$ cat src/design/hmas_pkg.sv
// ---------------------------------------------------------------------------
// hmas_pkg
// Shared types and constants of the heightmap altitude sampler: register
// codes, reset values, and the words passed between the pipeline parts.
// ---------------------------------------------------------------------------
package hmas_pkg;

	// default grid edge length
	localparam int MAP_SIZE_DEF = 256;

	// result queue depth, also the credit limit on queries in flight
	localparam int OUTQ_DEPTH = 8;

	// register reset values
	localparam logic [31:0] X_TO_GRID_RST   = 32'h00FF_0000;
	localparam logic [31:0] Z_TO_GRID_RST   = 32'h00FF_0000;
	localparam logic [31:0] HEIGHT_GAIN_RST = 32'd257;
	localparam logic [7:0]  MAP_LAST_RST    = 8'd255;

	// one in Q0.16, and the largest positive altitude
	localparam logic [16:0] ONE_Q16 = 17'h1_0000;
	localparam logic [31:0] ALT_MAX = 32'h7FFF_FFFF;

	// input word actions
	localparam logic ACT_LOAD  = 1'b0;
	localparam logic ACT_QUERY = 1'b1;

	// register index codes
	typedef enum logic [1:0] {
		REG_X_TO_GRID   = 2'd0,
		REG_Z_TO_GRID   = 2'd1,
		REG_HEIGHT_GAIN = 2'd2,
		REG_MAP_LAST    = 2'd3
	} hmas_reg_t;

	// accepted input word
	typedef struct packed {
		logic        action;
		logic [7:0]  cell_x;
		logic [7:0]  cell_z;
		logic [7:0]  sample;
		logic [31:0] point_x;
		logic [31:0] point_z;
		logic [31:0] point_y;
	} hmas_item_t;

	// memory access request from the grid mapping stages
	typedef struct packed {
		logic        valid;
		logic        load;
		logic [7:0]  cell_x;
		logic [7:0]  cell_z;
		logic [7:0]  sample;
		logic        outside;
		logic [7:0]  cx;
		logic [7:0]  cz;
		logic [15:0] fx;
		logic [15:0] fz;
		logic [31:0] py;
	} hmas_access_t;

	// query context aligned with the memory read data
	typedef struct packed {
		logic        valid;
		logic        outside;
		logic [15:0] fx;
		logic [15:0] fz;
		logic [31:0] py;
	} hmas_tap_t;

	// the four corner samples of a cell
	typedef struct packed {
		logic [7:0] h00;
		logic [7:0] h10;
		logic [7:0] h01;
		logic [7:0] h11;
	} hmas_corners_t;

	// result word
	typedef struct packed {
		logic [31:0] altitude;
		logic        under_ground;
		logic        outside;
	} hmas_result_t;

endpackage

$ cat src/design/hmas_rsp_if.sv
// ---------------------------------------------------------------------------
// hmas_rsp_if
// Result channel: altitude words with a valid/ready handshake.
// ---------------------------------------------------------------------------
interface hmas_rsp_if;
	logic               valid;
	logic               ready;
	logic signed [31:0] altitude;
	logic               under_ground;
	logic               outside;

	modport source (
		output valid, altitude, under_ground, outside,
		input  ready
	);

	modport sink (
		input  valid, altitude, under_ground, outside,
		output ready
	);
endinterface

$ cat src/design/hmas_outq.sv
// ---------------------------------------------------------------------------
// hmas_outq
// Result queue that parts the free-running pipeline from the result
// channel. Admission credits upstream keep it from overflowing.
// ---------------------------------------------------------------------------
module hmas_outq (
	input  logic                   clk,
	input  logic                   arst_n,
	input  logic                   push,
	input  hmas_pkg::hmas_result_t res,
	hmas_rsp_if.source             rsp
);
	import hmas_pkg::*;

	localparam int PtrW = ($clog2(OUTQ_DEPTH) > 0) ? $clog2(OUTQ_DEPTH) : 1;
	localparam int CntW = $clog2(OUTQ_DEPTH + 1);

	hmas_result_t    q_mem [OUTQ_DEPTH];
	logic [PtrW-1:0] wr_ptr_q, rd_ptr_q;
	logic [CntW-1:0] count_q;
	logic            pop;
	hmas_result_t    head;

	assign pop = rsp.valid & rsp.ready;

	// entry storage
	always_ff @(posedge clk) begin
		if (push) begin
			q_mem[wr_ptr_q] <= res;
		end
	end

	// pointers and fill count
	always_ff @(posedge clk or negedge arst_n) begin
		if (!arst_n) begin
			wr_ptr_q <= '0;
			rd_ptr_q <= '0;
			count_q  <= '0;
		end else begin
			if (push) begin
				wr_ptr_q <= (wr_ptr_q == PtrW'(OUTQ_DEPTH - 1)) ? '0 : wr_ptr_q + PtrW'(1);
			end
			if (pop) begin
				rd_ptr_q <= (rd_ptr_q == PtrW'(OUTQ_DEPTH - 1)) ? '0 : rd_ptr_q + PtrW'(1);
			end
			unique case ({push, pop})
				2'b10: count_q <= count_q + CntW'(1);
				2'b01: count_q <= count_q - CntW'(1);
				default: count_q <= count_q;
			endcase
		end
	end

	// head word to the channel
	assign head             = q_mem[rd_ptr_q];
	assign rsp.valid        = (count_q != '0);
	assign rsp.altitude     = $signed(head.altitude);
	assign rsp.under_ground = head.under_ground;
	assign rsp.outside      = head.outside;

endmodule

$ cat src/flat_wrapper.sv
// flat-port wrapper written by rule: the top's interface ports become plain ports
module hmas_outq_flat import hmas_pkg::*;
  (clk, arst_n, push, res, rsp_valid, rsp_altitude, rsp_under_ground, rsp_outside, rsp_ready);
  hmas_rsp_if rsp_i ();
  input  logic clk;
  input  logic arst_n;
  input  logic push;
  input  hmas_pkg::hmas_result_t res;
  output wire logic [$bits(rsp_i.valid)-1:0] rsp_valid;
  output wire logic [$bits(rsp_i.altitude)-1:0] rsp_altitude;
  output wire logic [$bits(rsp_i.under_ground)-1:0] rsp_under_ground;
  output wire logic [$bits(rsp_i.outside)-1:0] rsp_outside;
  input wire logic [$bits(rsp_i.ready)-1:0] rsp_ready;
  assign rsp_valid = rsp_i.valid;
  assign rsp_altitude = rsp_i.altitude;
  assign rsp_under_ground = rsp_i.under_ground;
  assign rsp_outside = rsp_i.outside;
  assign rsp_i.ready = rsp_ready;
  hmas_outq u_core (.clk(clk), .arst_n(arst_n), .push(push), .res(res), .rsp(rsp_i));
endmodule
$ cat config.mk
export PLATFORM = sky130hd
export DESIGN_NAME = hmas_outq_flat
export DESIGN_NICKNAME = d
export VERILOG_FILES = /design/src/design/hmas_pkg.sv /design/src/design/hmas_rsp_if.sv /design/src/design/hmas_outq.sv /design/src/flat_wrapper.sv
export SDC_FILE = /design/constraint.sdc
export NUM_CORES = 1
export LEC_CHECK = 0
export BUFFER_PORTS_ARGS = -buffer_cell sky130_fd_sc_hd__buf_2
export CAP_MARGIN = 20
export CORE_MARGIN = 4
export CORE_UTILIZATION = 35
export CTS_CLUSTER_SIZE = 28
export DETAILED_ROUTE_END_ITERATION = 12
export PLACE_DENSITY = 0.6
export SLEW_MARGIN = 25
export SYNTH_ARGS = -nofsm -noshare
export SYNTH_HDL_FRONTEND = slang
export SYNTH_SLANG_ARGS = --single-unit
$ cat constraint.sdc
create_clock -name clk -period 7.5 [get_ports clk]
set_clock_uncertainty 0.2 [all_clocks]
set_input_delay 0.75 -clock clk [delete_from_list [all_inputs] [get_ports clk]]
set_output_delay 0.75 -clock clk [all_outputs]
set_load 0.05 [all_outputs]
## Word level (Yosys, flattened, before mapping)

Memories as Yosys holds them, arrays and structs flattened.
Cells that the tools add are included.

- Add/subtract/negate cells: 4
- Equal/unequal tests: 4
- Muxes and demuxes: 5
- Bitwise logic cells: 1
- Reductions and logical operators: 2

Operators by type and width:

| cell | number |
|---|---|
| $pmux 4 s2 | 1 |
| $add 3x1->3 const B | 2 |
| $eq 3x3->1 const B | 2 |
| $mux 3 | 2 |
| $add 4x1->4 const B | 1 |
| $reduce_bool 4->1 | 1 |
| $sub 4x1->4 const B | 1 |
| $eq 2x1->1 const B | 1 |
| $eq 2x2->1 const B | 1 |
| $mux 1 | 2 |
| $reduce_bool 2->1 | 1 |
| $and 1x1->1 | 1 |

- Flip-flop bits (word level): 10
- RAM bits: 272
- Output and inout bits: 35
- Memories kept: 1

Memory list:

| memory | depth | bits a word | read ports | clocked after memory_dff | write ports | line | RTL |
|---|---|---|---|---|---|---|---|
| u_core.q_mem | 8 | 34 | 1 | 0 | 1 | hmas_outq.sv:18 | `hmas_result_t q_mem [OUTQ_DEPTH];` |

## Longest topological paths before layout

- Depth after elaboration: 4
- Mapped depth: 10
- Depth with buffers taken out: 10

## Worst setup path after synthesis

OpenSTA, ideal clock, no wires.

- Path kind: input -> register
- From: in push
- To: mem u_core.q_mem[0][0] in the netlist's numbering, enable pin
- Arrival time: 3.185 ns
- Slack: 3.648 ns
- Stages on the path: 2
- Path buffers: 0
- Cell sequence: nand2b_1 nor3_1

- Word-level cells in the longest chain between the ends: 2

Ends and longest elaborated chain:

| item | line | RTL |
|---|---|---|
| start: declaration | flat_wrapper.sv:7 | `input logic push;` |
| $mux 1 | hmas_outq.sv:28 | `if (push) begin` |
| $mux 1 (not written as such) | hmas_outq.sv:29 | `q_mem[wr_ptr_q] <= res;` |
| end: declaration | hmas_outq.sv:18 |  |

No other way between the ends.

## Worst setup path after layout

- From: reg u_core.rd_ptr_q[0]
- To: out rsp_altitude[0]

- Word-level cells in the longest chain between the ends: 1

Ends and longest elaborated chain:

| item | line | RTL |
|---|---|---|
| start: declaration | hmas_outq.sv:19 | `logic [PtrW-1:0] wr_ptr_q, rd_ptr_q;` |
| start signal: assignment | hmas_outq.sv:44 | `rd_ptr_q <= (rd_ptr_q == PtrW'(OUTQ_DEPTH - 1)) ? '0 : rd_ptr_q + PtrW'(1);` |
| $mem_v2 8x34 | n/a |  |
| end: declaration | flat_wrapper.sv:10 | `output wire logic [$bits(rsp_i.altitude)-1:0] rsp_altitude;` |

No other way between the ends.

==> flow_metrics.tcl <==
set metrics [dict create \
    final_util_pct 41.88 \
    grt_pass1_vias 5137 \
    power.leakage_nw 4.403 \
    fp.dieW_um 185.9 \
    cts_made_buffers 28 \
    dr.pass1.iters 4 \
    period_share_pct 55.05 \
    worstSetupEndpointType "output pin" \
    cts_hold_buf 1 \
    synth_edf_count 272 \
    cts_tree "yes" \
    hp-class "reg2reg" \
    peakVddDrop_v 0.0001961 \
    final-seq-area_um2 8427 \
    drt_iter0_drc 268 \
    design_area_um2 12950 \
    drv_slew 0 \
    cp.arrival_ns 3.18 \
    post_drt_via_cell_ratio 5.010 \
    synthesis.nets 498 \
    final.hold.worst_slack_ns 0.2652 \
    clockRootBuffer "clkbuf_16" \
    final_cell_count_no_fill 966 \
    power_mw 5.209 \
    grt_start_max_net_pins 71 \
    power_density_nw_per_um2 402.4 \
    hpwlAfterDp_mm 12.00 \
    multiInputGateArea_um2 2570 \
    fmax_mhz 242.2 \
    rr_endpoint "u_core.count_q[2]$_DFFE_PN0P_" \
    synth_commonest_cells "edfxtp_1, mux4_1, mux2_2" \
    io_pins 73 \
    hold_violations 0 \
    diodes 0 \
    timing.rr.start "u_core.count_q[1]$_DFFE_PN0P_" \
    dpl_worst_slack_ns 3.885 \
    period_needed_ns 4.129 \
    critPathKind "reg2out" \
    maxCapViolations 0 \
    rsz0062_at_grt "no" \
    initial_utilization_pct 35.84 \
    syn_area_per_cell_um2 24.46 \
    ff2ff_path_depth 10 \
    nFillCells 2652 \
    synth_seq_cells 282 \
    grt.total_usage_pct 12.42 \
    ys_async_sr_fraction_pct 3.546 \
    numPortBuffers 72 \
    crit_fanout 42 \
    hold_depth 1 \
    nets 593 \
    synth_ff_type "edfxtp_1" \
    worstMarginPinSlew_ns 0.9359 \
    whs_endpoint "u_core.count_q[3]$_DFFE_PN0P_" \
    core_um2 30910 \
    hold_start "u_core.count_q[3]$_DFFE_PN0P_" \
    clock-sinks 282 \
    wl_per_cell_um 22.38 \
    ff2ff_setup_slack_ns 4.74 \
    path_clk_slew_ns 0.06 \
    start_kind "flop" \
    synth.distinct_cells 26 \
    finalSetupViolations 0 \
    relSlewSlack_pct 37.60 \
    critical_path_required_ns 6.55 \
    grt_pass1_wl_mm 31.92 \
    yosysTopAreaCellShare_pct 73.73 \
    drc 0 \
    yosysSeqAreaShare_pct 75.99 \
    clkLatencyLatePin_ns 0.52 \
    fp.dieH_um 185.9 \
    antenna_found_initial 3 \
    rows 64 \
    post_cts_buffers 0 \
    yosysWarnings 0 \
    synthesis.area_um2 11080 \
    setup_slack_ns 3.371 \
    synth.largest_area_cell "edfxtp_1" \
    syn-instance-count 453 \
    drive_gt1_share_pct 31.23 \
    fp.dieArea_um2 34560 \
    vias 4840 \
    yosys-top-cells-area "edfxtp_1, mux4_1, mux2_2" \
    gp_congestion 0.6321 \
    yosysMostFrequentCell "edfxtp_1" \
    clk_path_buf_depth 3 \
    htreeDepth 1 \
    tns_ns 0 \
    dp_cells 913 \
    dpl_cell_area_um2 11950 \
    status "completed" \
    synthToLayoutAreaGrowth_pct 16.86 \
    post_cts_resized 0 \
    routed_wl_mm 21.62 \
    overflow 0 \
    ant_nets 0 \
]
-- worst max-delay path by stage --
stage | slack, ns | start | end
finish | 3.37 | u_core.rd_ptr_q[0]$_DFFE_PN0N_ | rsp_altitude[0]
floorplan | 3.65 | push | u_core.q_mem[0][0]$_DFFE_PP_
CTS | 3.31 | u_core.rd_ptr_q[0]$_DFFE_PN0N_ | rsp_altitude[27]
global route | 3.23 | u_core.rd_ptr_q[0]$_DFFE_PN0N_ | rsp_altitude[0]
detailed placement | 3.88 | u_core.rd_ptr_q[0]$_DFFE_PN0N_ | rsp_altitude[27]
global placement | 3.95 | u_core.rd_ptr_q[0]$_DFFE_PN0N_ | rsp_altitude[27]
-- where the power goes --
group,total (mW),internal [mW],switching (mW)
Combinational,1.65,0.619,1.03
Sequential,2.09,1.94,0.157
Clock,1.46,0.907,0.556
-- cells in the final DEF (no fill, tap or decap), drive strengths merged --
| master | count |
|---|---|
| edfxtp | 272 |
| buf | 84 |
| mux4 | 68 |
| mux2 | 38 |
| clkbuf | 31 |
| clkinv | 14 |
| dfrtp | 10 |
| nor2 | 8 |
| ha | 7 |
| bufinv | 6 |
| nand2b | 5 |
| xor2 | 4 |
| nand2 | 4 |
| a21oi | 3 |
| nor3 | 3 |
| inv | 2 |
| or4 | 1 |
| a21o | 1 |
| a22o | 1 |
| xnor2 | 1 |
| o21ai | 1 |
| nand3b | 1 |
| a211o | 1 |
| nor4bb | 1 |
| nor3b | 1 |
| clkinvlp | 1 |
| dlygate4sd3 | 1 |
-- state kept, by name, summed over array words and instances (netlist names) --
register and flops:
u_core.rd_ptr_q 3, u_core.wr_ptr_q 3, u_core.count_q 4, u_core.q_mem 272
-- per-layer routing --
metal | GRT usage [%] | wire length (µm) | vias up
li1 | - | - | 2175
met1 | 16.32 | 9523 | 2549
met2 | 21.41 | 10920 | 77
met3 | 2.404 | 812 | 33
met4 | 3.148 | 326 | 6
met5 | 0 | 33 | -
-- layout make-up --
type	count	share of cell area, %
clock inverter	21	1.952
timing repair buffer	85	3.557
inverter	2	0.05799
tap	396	3.827
sequential	282	65.09
multi-input combinational	149	19.85
clock buffer	31	5.663
-- cell families (layout without fill, tap and decap cells) --
| kind of cell | Yosys count | count (layout) | share of synthesized area [%] |
|---|---|---|---|
| xor+xnor | 5 | 5 | 0.3953 |
| fa+ha+maj | 7 | 7 | 0.7906 |
| compound gates | 7 | 7 | 0.4066 |
| flops | 282 | 282 | 75.99 |
| mux | 106 | 106 | 19.96 |
| simple gates | 24 | 24 | 1.152 |
| buf+inv | 22 | 139 | 1.310 |
-- worst max-delay path: stages (launching register included) --
cell	delay (ns)
dfrtp_4	0.75
buf_4	0.68
mux4_1	0.65
mux2_2	0.30
buf_2	0.22
Note: power is estimated with default switching activity, not from simulation.
